--- src/sv/brsr_pkg.sv ---
// Package for the bridge ADC serial readout unit: phase codes, register
// indexes, result layout and fixed widths. No dependencies.
`default_nettype none

package brsr_pkg;

    localparam int WORD_BITS    = 24;
    localparam int PULSES       = 25;
    localparam int TARE_SAMPLES = 16;

    localparam int HALF_W  = 16;
    localparam int LIMIT_W = 24;
    localparam int NET_W   = 25;
    localparam int BITC_W  = 5;
    localparam int SUM_W   = 31;
    localparam int READS_W = 7;
    localparam int CFG_W   = 24;
    localparam int IDX_W   = 2;
    localparam int ODATA_W = 56;
    localparam int IDATA_W = 8;

    localparam logic [IDX_W-1:0] CFG_HALF_PERIOD = 2'd0;
    localparam logic [IDX_W-1:0] CFG_OVL_LIMIT   = 2'd1;
    localparam logic [IDX_W-1:0] CFG_MEAS_EN     = 2'd2;

    localparam logic [HALF_W-1:0]  HALF_RESET  = 16'd10;
    localparam logic [LIMIT_W-1:0] LIMIT_RESET = 24'h800000;

    typedef enum logic [3:0] {
        PH_IDLE = 4'b0001,
        PH_WAIT = 4'b0010,
        PH_LOW  = 4'b0100,
        PH_HIGH = 4'b1000
    } t_phase;

    // Declared highest field first so the lowest bit is the serial clock.
    typedef struct packed {
        logic                   busy_res;
        logic                   tare_done;
        logic                   overload;
        logic [NET_W-1:0]       net_sample;
        logic [WORD_BITS-1:0]   raw_sample;
        logic                   sample_valid;
        logic                   sck;
    } t_result;

    localparam int RESULT_W = $bits(t_result);

endpackage

`default_nettype wire

--- src/sv/bridge_adc_serial_readout_unit.sv ---
// Top level of the bridge ADC serial readout unit: stream ports, sequencer
// and output skid stage. Uses brsr_pkg, brsr_seq and brsr_skid.
//
//  channel   dir  handshake              payload
//  s_axis    in   tvalid / tready        tdata[0] data_in, tuser[0] cmd
//  m_axis    out  tvalid / tready        tdata: result fields, see port list
//  cfg       in   i_cfg_wr_en            i_cfg_index, i_cfg_wdata
//
// One transaction per cycle in each direction while m_axis_tready is held
// high; each accepted tick yields one registered result (output or skid).
// Sequencer state advances only on an accepted transaction.
// A downstream stall is absorbed by the skid stage; s_axis_tready drops only
// when both output and skid registers hold results.
// Synchronous active-low reset clears all control state and restores register
// defaults.
`default_nettype none

module bridge_adc_serial_readout_unit (
    input  wire logic                            i_clk,
    input  wire logic                            i_rst_n,
    input  wire logic                            i_cfg_wr_en,
    input  wire logic [brsr_pkg::IDX_W-1:0]      i_cfg_index,
    input  wire logic [brsr_pkg::CFG_W-1:0]      i_cfg_wdata,
    input  wire logic                            s_axis_tvalid,
    output      logic                            s_axis_tready,
    // [0] data_in, [7:1] zero
    input  wire logic [brsr_pkg::IDATA_W-1:0]    s_axis_tdata,
    // [0] cmd
    input  wire logic                            s_axis_tuser,
    output      logic                            m_axis_tvalid,
    input  wire logic                            m_axis_tready,
    // [0] sck, [1] sample_valid, [25:2] raw_sample, [50:26] net_sample,
    // [51] overload, [52] tare_done, [53] busy_res, [55:54] zero
    output      logic [brsr_pkg::ODATA_W-1:0]    m_axis_tdata
);
    import brsr_pkg::*;

    logic     accept;
    t_result  seq_result;
    t_result  out_result;

    assign accept = s_axis_tvalid && s_axis_tready;

    brsr_seq u_seq (
        .i_clk       (i_clk),
        .i_rst_n     (i_rst_n),
        .i_cfg_wr_en (i_cfg_wr_en),
        .i_cfg_index (i_cfg_index),
        .i_cfg_wdata (i_cfg_wdata),
        .i_accept    (accept),
        .i_cmd       (s_axis_tuser),
        .i_data_in   (s_axis_tdata[0]),
        .o_result    (seq_result)
    );

    brsr_skid u_skid (
        .i_clk    (i_clk),
        .i_rst_n  (i_rst_n),
        .i_valid  (s_axis_tvalid),
        .o_ready  (s_axis_tready),
        .i_result (seq_result),
        .o_valid  (m_axis_tvalid),
        .i_ready  (m_axis_tready),
        .o_result (out_result)
    );

    assign m_axis_tdata = {(ODATA_W-RESULT_W)'(0), out_result};

endmodule

`default_nettype wire

--- src/sv/brsr_seq.sv ---
// Readout sequencer: configuration registers, phase state, shift word and
// tare accumulator; produces one result per accepted tick. Uses brsr_pkg.
`default_nettype none

module brsr_seq (
    input  wire logic                            i_clk,
    input  wire logic                            i_rst_n,
    input  wire logic                            i_cfg_wr_en,
    input  wire logic [brsr_pkg::IDX_W-1:0]      i_cfg_index,
    input  wire logic [brsr_pkg::CFG_W-1:0]      i_cfg_wdata,
    input  wire logic                            i_accept,
    input  wire logic                            i_cmd,
    input  wire logic                            i_data_in,
    output brsr_pkg::t_result                    o_result
);
    import brsr_pkg::*;

    logic [HALF_W-1:0]            r_half;
    logic [LIMIT_W-1:0]           r_limit;
    logic                         r_meas_en;

    t_phase                       r_phase, n_phase;
    logic [HALF_W-1:0]            r_tick, n_tick;
    logic [BITC_W-1:0]            r_bitc, n_bitc;
    logic [WORD_BITS-1:0]         r_shift, n_shift;
    logic [WORD_BITS-1:0]         r_tare, n_tare;
    logic signed [SUM_W-1:0]      r_sum, n_sum;
    logic [READS_W-1:0]           r_reads, n_reads;
    logic                         r_tare_act, n_tare_act;

    logic [HALF_W-1:0]            half_eff;
    logic [HALF_W-1:0]            tick_inc;
    logic                         elapsed;
    logic [BITC_W-1:0]            bitc_inc;
    logic signed [SUM_W-1:0]      sum_base;
    logic signed [SUM_W-1:0]      sum_add;
    logic signed [31:0]           quot;
    logic [WORD_BITS-1:0]         mag;

    always_ff @(posedge i_clk) begin
        if (!i_rst_n) begin
            r_half    <= HALF_RESET;
            r_limit   <= LIMIT_RESET;
            r_meas_en <= 1'b0;
        end else if (i_cfg_wr_en) begin
            case (i_cfg_index)
                CFG_HALF_PERIOD: r_half    <= i_cfg_wdata[HALF_W-1:0];
                CFG_OVL_LIMIT:   r_limit   <= i_cfg_wdata[LIMIT_W-1:0];
                CFG_MEAS_EN:     r_meas_en <= i_cfg_wdata[0];
                default:         ;
            endcase
        end
    end

    // The word is complete in r_shift on the last pulse: no bit is shifted then.
    assign half_eff = (r_half == '0) ? HALF_W'(1) : r_half;
    assign tick_inc = r_tick + HALF_W'(1);
    assign elapsed  = (tick_inc >= half_eff) || (tick_inc == '0);
    assign bitc_inc = r_bitc + BITC_W'(1);
    assign sum_base = (i_cmd && !r_tare_act) ? '0 : r_sum;
    assign sum_add  = sum_base + {{(SUM_W-WORD_BITS){r_shift[WORD_BITS-1]}}, r_shift};
    assign quot     = 32'(sum_add / TARE_SAMPLES);
    assign mag      = r_shift[WORD_BITS-1] ? (~r_shift + WORD_BITS'(1)) : r_shift;

    always_comb begin
        n_phase    = r_phase;
        n_tick     = r_tick;
        n_bitc     = r_bitc;
        n_shift    = r_shift;
        n_tare     = r_tare;
        n_sum      = r_sum;
        n_reads    = r_reads;
        n_tare_act = r_tare_act;
        o_result   = '0;
        o_result.sck = (r_phase != PH_LOW);

        if (i_cmd && !r_tare_act) begin
            n_tare_act = 1'b1;
            n_sum      = '0;
            n_reads    = '0;
        end

        case (r_phase)
            PH_IDLE: begin
                if (!i_data_in && (r_meas_en || n_tare_act)) begin
                    n_phase = PH_WAIT;
                    n_tick  = '0;
                    n_bitc  = '0;
                    n_shift = '0;
                end
            end
            PH_WAIT, PH_LOW: begin
                n_tick = elapsed ? '0 : tick_inc;
                if (elapsed) begin
                    n_phase = (r_phase == PH_WAIT) ? PH_LOW : PH_HIGH;
                end
            end
            PH_HIGH: begin
                n_tick = elapsed ? '0 : tick_inc;
                if (elapsed) begin
                    if (r_bitc < BITC_W'(WORD_BITS)) begin
                        n_shift = {r_shift[WORD_BITS-2:0], i_data_in};
                    end
                    n_bitc = bitc_inc;
                    if (bitc_inc >= BITC_W'(PULSES)) begin
                        n_phase = PH_IDLE;
                        n_bitc  = '0;
                        if (n_tare_act) begin
                            n_sum   = sum_add;
                            n_reads = n_reads + READS_W'(1);
                            if (n_reads >= READS_W'(TARE_SAMPLES)) begin
                                n_tare     = quot[WORD_BITS-1:0];
                                n_tare_act = 1'b0;
                                n_sum      = '0;
                                n_reads    = '0;
                                o_result.tare_done = 1'b1;
                            end
                        end else begin
                            o_result.sample_valid = 1'b1;
                            o_result.raw_sample   = n_shift;
                            o_result.net_sample   = {n_shift[WORD_BITS-1], n_shift}
                                                  - {r_tare[WORD_BITS-1], r_tare};
                            o_result.overload     = (mag > r_limit);
                        end
                    end else begin
                        n_phase = PH_LOW;
                    end
                end
            end
            default: begin
                n_phase = PH_IDLE;
            end
        endcase

        o_result.busy_res = (n_phase != PH_IDLE) || n_tare_act;
    end

    always_ff @(posedge i_clk) begin
        if (!i_rst_n) begin
            r_phase    <= PH_IDLE;
            r_tick     <= '0;
            r_bitc     <= '0;
            r_shift    <= '0;
            r_tare     <= '0;
            r_sum      <= '0;
            r_reads    <= '0;
            r_tare_act <= 1'b0;
        end else if (i_accept) begin
            r_phase    <= n_phase;
            r_tick     <= n_tick;
            r_bitc     <= n_bitc;
            r_shift    <= n_shift;
            r_tare     <= n_tare;
            r_sum      <= n_sum;
            r_reads    <= n_reads;
            r_tare_act <= n_tare_act;
        end
    end

endmodule

`default_nettype wire

--- src/sv/brsr_skid.sv ---
// Result register with skid stage between the sequencer and the output
// stream. Uses brsr_pkg.
`default_nettype none

module brsr_skid (
    input  wire logic                            i_clk,
    input  wire logic                            i_rst_n,
    input  wire logic                            i_valid,
    output      logic                            o_ready,
    input  wire brsr_pkg::t_result               i_result,
    output      logic                            o_valid,
    input  wire logic                            i_ready,
    output brsr_pkg::t_result                    o_result
);
    import brsr_pkg::*;

    logic     r_out_valid;
    logic     r_skid_valid;
    t_result  r_out;
    t_result  r_skid;
    logic     accept;

    assign o_ready  = !r_skid_valid;
    assign accept   = i_valid && !r_skid_valid;
    assign o_valid  = r_out_valid;
    assign o_result = r_out;

    always_ff @(posedge i_clk) begin
        if (!i_rst_n) begin
            r_out_valid  <= 1'b0;
            r_skid_valid <= 1'b0;
        end else if (!r_out_valid || i_ready) begin
            if (r_skid_valid) begin
                r_out_valid  <= 1'b1;
                r_skid_valid <= 1'b0;
            end else begin
                r_out_valid  <= accept;
            end
        end else if (accept) begin
            r_skid_valid <= 1'b1;
        end
    end

    always_ff @(posedge i_clk) begin
        if (!r_out_valid || i_ready) begin
            r_out <= r_skid_valid ? r_skid : i_result;
        end else if (accept) begin
            r_skid <= i_result;
        end
    end

endmodule

`default_nettype wire

--- config.mk ---
export PLATFORM = sky130hd
export DESIGN_NAME = bridge_adc_serial_readout_unit
export DESIGN_NICKNAME = d
export VERILOG_FILES = /design/src/sv/brsr_pkg.sv /design/src/sv/bridge_adc_serial_readout_unit.sv /design/src/sv/brsr_seq.sv /design/src/sv/brsr_skid.sv
export SDC_FILE = /design/constraint.sdc
export NUM_CORES = 1
export LEC_CHECK = 0
export ABC_CLOCK_PERIOD_IN_PS = 10400
export BUFFER_PORTS_ARGS = -buffer_cell sky130_fd_sc_hd__buf_4
export CORE_MARGIN = 1
export CORE_UTILIZATION = 50
export DETAILED_ROUTE_END_ITERATION = 16
export GPL_TIMING_DRIVEN = 0
export HOLD_SLACK_MARGIN = 0.15
export PLACE_DENSITY = 0.68
export REMOVE_ABC_BUFFERS = 1
export SETUP_SLACK_MARGIN = 0.4
export SKIP_CTS_REPAIR_TIMING = 1
export SLEW_MARGIN = 20
export SYNTH_ARGS = -nofsm -noshare
export SYNTH_HDL_FRONTEND = slang
export SYNTH_SLANG_ARGS = --single-unit
--- constraint.sdc ---
create_clock -name i_clk -period 10.4 [get_ports i_clk]
set_input_delay 2.08 -clock i_clk [delete_from_list [all_inputs] [get_ports i_clk]]
set_output_delay 2.08 -clock i_clk [all_outputs]
set_load 0.02 [all_outputs]
======== Word level (Yosys, flattened, before mapping) ========
Index checks and enable logic that the tools add are counted.
cells by class
  add/sub/neg operators ................... 7
  muxes and demuxes ....................... 47
  divide/modulo/power cells ............... 0
  eq/ne operators ......................... 10
  shift operators ......................... 0
  $mul .................................... 0
  reductions and logical operators ........ 27
  magnitude comparators ................... 5
  bitwise logic cells ..................... 4
operator list
  kind                   count
  $mux 31                6
  $mux 52                3
  $mux 24                6
  $mux 54                1
  $mux 51                1
  $mux 16                3
  $pmux 24 s2            1
  $mux 7                 6
  $logic_not 16->1       2
  $pmux 16 s2            1
  $add 31x31->31         1
  $sub 24x24->25         1
  $add 24x1->24          1
  $add 24x1->24 const B  1
  $gt 24x24->1           1
  $not 24->24            1
  $add 16x1->16 const B  1
  $ge 16x16->1           1
  $mux 4                 4
  $mux 5                 3
  $pmux 4 s3             1
  $pmux 5 s2             1
  $mux 1                 9
  $reduce_and 2->1       4
  28 further kinds       40
storage, ports and cells
  memory bits (read-only) ................. 0
  logic and storage cells ................. 127
  bits in latches ......................... 0
  memories ................................ 0
  flip-flop bits (word level) ............. 263
  bits of input ports ..................... 40
  output and inout bits ................... 58
  memory bits (writable) .................. 0

======== Longest topological paths before layout ========
  depth in word-level cells ............... 12
  gate-level depth with buffers ........... 23
  gate-level depth less buffers ........... 20

======== By module ========
From an unflattened synthesis, not the netlist that was laid out.
second synthesis, totals
  cells, all modules ...................... 1,792
  area, all modules ....................... 16,226.8 µm²
modules (own cells, without submodules)
  module                          cells an instance  instances  seq. area each (µm²)  area each (µm²)
  brsr_seq                        1,612              1          3,062.9               12,112.9
  brsr_skid                       176                1          3,283.1               4,088.9
  bridge_adc_serial_readout_unit  4                  1          0.0                   25.0

======== Worst setup path before layout ========
No wires, ideal clock.
  kind .................................... in2reg
  start point ............................. input port s_axis_tuser
  end point ............................... register u_seq.r_tare[23]
  arrival ................................. 6.559 ns
  path buffers ............................ 3
  setup slack ............................. 3.750 ns
  stages on the path ...................... 20
  library setup time ...................... 0.091 ns
  cells stage by stage .................... nand2b_1 > clkbuf_1 > clkbuf_1 > and2_1 > ha_1 > and2_1 > buf_6 > a221o_1 > a22o_2 > o21ai_0 > a21boi_0 > o31ai_1 > mux2i_1 > nor3_1 > ha_1 > nand3_1 > nor4_4 > nand4_4 > or4b_1 > a311oi_1
between the ends
  longest elaborated chain between the ends .. 6
ends and longest elaborated chain
  what                       RTL line                              text
  start, declared            bridge_adc_serial_readout_unit.sv:29  input wire logic s_axis_tuser,
  $logic_and 1x1->1 (*)      brsr_seq.sv:60, brsr_seq.sv:77
  $mux 31                    brsr_seq.sv:60                        assign sum_base = (i_cmd && !r_tare_act) ? '0 : r_sum;
  $add 31x31->31             brsr_seq.sv:61                        assign sum_add = sum_base + {{(SUM_W-WORD_BITS){r_shift[WORD_BITS-1]}}, r_shift};
  $reduce_or 4->1 (no line)  --
  $and 1x1->1 (no line)      --
  $add 24x1->24 (no line)    --
  end signal, assigned       brsr_seq.sv:153                       r_tare <= n_tare;
  end, declared              brsr_seq.sv:26                        logic [WORD_BITS-1:0] r_tare, n_tare;
Mark *: on every way between the ends. The rest lies on a longest branch, timed or not.
A chain may end at the register's enable or synchronous reset.

======== Final worst setup path ========
  start point ............................. input port s_axis_tuser
  end point ............................... register u_seq.r_tare[20]
The elaborated chain is that of the path after synthesis.

==> key figures <==
Global routing
  – Global-route wire length before repair: roughly 67000 um
  – Initial antenna violation count: 0
  – Global routing usage on met1: 0.336
  – GR Util met3: 0.0263
  – Number of global-route vias before repair: around 13k
  – GRT Residual Overflow: 0
  – Largest net degree at the start of global routing: 80
  – Grt met2 use: 0.420
  – GRT Max-Usage Layer: met2
  – Total GRT Usage: 0.247

Placed design
  – I/O Buffers: 88
  – Pre-CTS setup slack: 2.30 ns
  – DPL Wire Length: about 30000 um
  – Placer Congestion: ~0.93

Logic synthesis
  – Xor/xnor share of the synthesized area: 0.0458
  – Ys flop type: dfxtp_1
  – Seq/Total Area, Yosys: 0.390
  – Simple-gate share of the synthesized area: 0.205
  – Avg Inst Size Synth: 8.67 um^2
  – Synth cell count leaders: nand2_1, nor2_1, dfxtp_1
  – Post-synthesis mux area share: 0.0271
  – Synth warn: 0
  – Top cells by area, synth: edfxtp_1, dfxtp_1, ha_1
  – Cell area after synthesis: 0.0163 mm^2
  – Compound-Gate Fraction of Synth Area: 0.199
  – Largest family of logic cells by synthesized area: simple AND/OR/NAND/NOR gates
  – Top cell type's share of synthesized area: 0.199
  – Count leader, synth: nand2_1
  – Post-synth top area cell: edfxtp_1
  – Asr flop ratio synth: 0
  – EDFF count, synth: 108
  – Post-synthesis instance total: around 1.9k
  – Count of cell types in the netlist: 86
  – #FFs+latches synth: between 200 and 300
  – Adder-cell share of the synthesized area: 0.0801

Setup path
  – Crit-path max cell delay: between 0.6 and 0.7 ns
  – Critical path's top delay family: simple AND/OR/NAND/NOR gates
  – Crit path max fanout: 38
  – CP Capture Type: flip-flop
  – Critical path startpoint category: input port
  – Arrival @ worst endpoint: around 8.1 ns
  – CP Class: in2reg
  – Worst EP required: around 11 ns
  – Critical Path Most Common Cell: ha_1
  – Cell Chain, Critical Path: buf_4, nand2b_2, and2_1, ha_1, a21o_1, a221o_1, a22o_2, o21ai_0, a21boi_0, o31ai_1, mux2i_1, nor3_1, ha_1, ha_1, nand2_1, nor4_1, nand4_1, or4_1, o311ai_0
  – Buf+Inv Stages, Crit Path: 1
  – CP max-delay cell: nor4_1

Detailed routing
  – Vias: 13.8k
  – Routed WL: 41000 um
  – ANT nets after route: 0
  – DRC Markers: 0
  – Via-per-instance ratio: 5.82
  – DR WL/cell: 17.3 um
  – DR iter-0 viols: about 1.1k
  – Pre-antenna DRT Iters: 5

Timing
  – Peak Freq: about 0.13 GHz
  – Tcrit/Tclk final: 0.739
  – Slew margin rel.: 0.317
  – Final worst slack: about 2.7 ns
  – Unrepaired setup endpoints after global routing: false
  – Worst Skew: around 0.017 ns
  – Least-Margin Pin Slew: just over 1 ns
  – Count of final max-slew check failures: 0
  – Setup TNS: 0 ns
  – Min cycle time layout: 7.69 ns
  – Endpoints failing hold: 0
  – Count of final setup violators: 0

Run
  – MaxCap Viol Count: 0

Finish
  – Fin nets: 2051
  – Area grow syn2layout: 13.0%
  – Antenna diodes: 0
  – Fill cell count: approximately 2.9k
  – Share of cells above drive strength 1: 0.0990

Die
  – Chip width: between 150 and 200 um
  – Die Ht: between 150 and 200 um
  – Floorplan row count: 65
  – Core area: 0.0318 mm^2
  – I/O pins: 98
  – Starting density of the core: 0.512
  – Die Footprint: approximately 0.033 mm^2

Clock tree
  – Max Root-Sink Buffers: 3
  – CTS tree: yes
  – CTS root buf: clkbuf_16
  – # clock sinks: 263
  – Clock buffer count from CTS: 29
  – Clk_lat worst skew: 0.55 ns
  – Worst-path clk slew: about 0.06 ns
  – H-tree depth: 1

Power
  – Power per standard cell area: 123 mW/mm^2
  – Max VDD drop: roughly 0.00014 V
  – Leakage: roughly 7.5 nW

Outcome
  – Outcome: complete, no violations

Hold path
  – Min-delay worst type: reg2reg
final timing paths:
kind                                  from                            end  slack (ns)  cells after the start
max                           s_axis_tuser  u_seq.r_tare[20]$_SDFFE_PN0P_        2.71                     19
min           u_seq.r_sum[22]$_SDFFE_PN0P_   u_seq.r_sum[22]$_SDFFE_PN0P_        0.45                      2
max reg2reg  u_seq.r_tare_act$_SDFFE_PN0P_  u_seq.r_tare[20]$_SDFFE_PN0P_        3.78                     18
min reg2reg   u_seq.r_sum[22]$_SDFFE_PN0P_   u_seq.r_sum[22]$_SDFFE_PN0P_        0.45                      2
state kept, by name, indices dropped and copies added (netlist names):
register / count
u_skid.o_result: 54
u_skid.r_skid: 54
u_seq.r_sum: 31
u_seq.r_limit: 24
u_seq.r_shift: 24
u_seq.r_tare: 24
u_seq.r_half: 16
u_seq.r_tick: 16
u_seq.r_reads: 7
u_seq.r_bitc: 5
u_seq.r_phase: 4
u_seq.r_meas_en: 1
u_seq.r_tare_act: 1
u_skid.o_valid: 1
u_skid.r_skid_valid: 1
worst min-delay path, stage by stage, from the launching register on:
cell,delay [ns]
dfxtp_1,0.32
nand2_1,0.04
o21ai_0,0.06
cell families after synthesis:
group,after synthesis
other,1
and+or+nand+nor,690
adders and majority gates,103
buffers and inverters,214
DFF,263
AOI/OAI and AO/OA,478
xor gates and xnor gates,85
muxes,43
layer usage:
layer	vias up	part of all wire
met5	-	0
met4	0	0.020
met3	56	0.050
met2	360	0.47
met1	6511	0.46
li1	6844	-
layout make-up:
type	instances	area, um^2	area share
well taps	435	544	0.0296
flip-flops and latches	263	6350	0.345
multi-input cells	1401	9150	0.498
clock inverters	11	126	0.00687
clock buffers	42	825	0.0448
inverters	109	414	0.0225
repair buffers	104	975	0.0530
per-stage QoR:
stage | total power, mW | cells | utilization | hold slack (ns) | area [um^2]
floorplan | 1.20 | 1773 | - | 0.417 | 15800
global placement | 1.25 | 2296 | 0.536 | 0.429 | 17000
detailed placement | 1.26 | 2312 | 0.548 | 0.436 | 17400
CTS | 2.29 | 2365 | 0.578 | 0.451 | 18400
global route | 2.35 | 2365 | 0.578 | 0.477 | 18400
finish | 2.27 | 2365 | 0.578 | 0.449 | 18400
power breakdown:
part	leakage (nW)	total (mW)	switching (mW)	internal [mW]
sequential	2.27	1.11	0.0114	1.10
clock	0.469	1.03	0.412	0.619
combinational	4.78	0.130	0.0812	0.0484
cells in the final DEF (no fill, tap or decap), types with 29 or more instances in the layout:
cell type / synthesis / routed
o31ai_1: 58 / 58
buf_4: 9 / 91
nor2_1: 179 / 178
and2_1: 48 / 48
nand2_1: 230 / 228
nand3_1: 36 / 36
inv_1: 108 / 108
nor3_1: 36 / 36
a21oi_1: 135 / 134
dfxtp_1: 155 / 153
xnor2_1: 63 / 63
clkbuf_16: 0 / 29
ha_1: 101 / 101
edfxtp_1: 108 / 108
o21ai_0: 68 / 67
mux2i_1: 34 / 34
No activity file was read; power rests on OpenSTA's default activity.
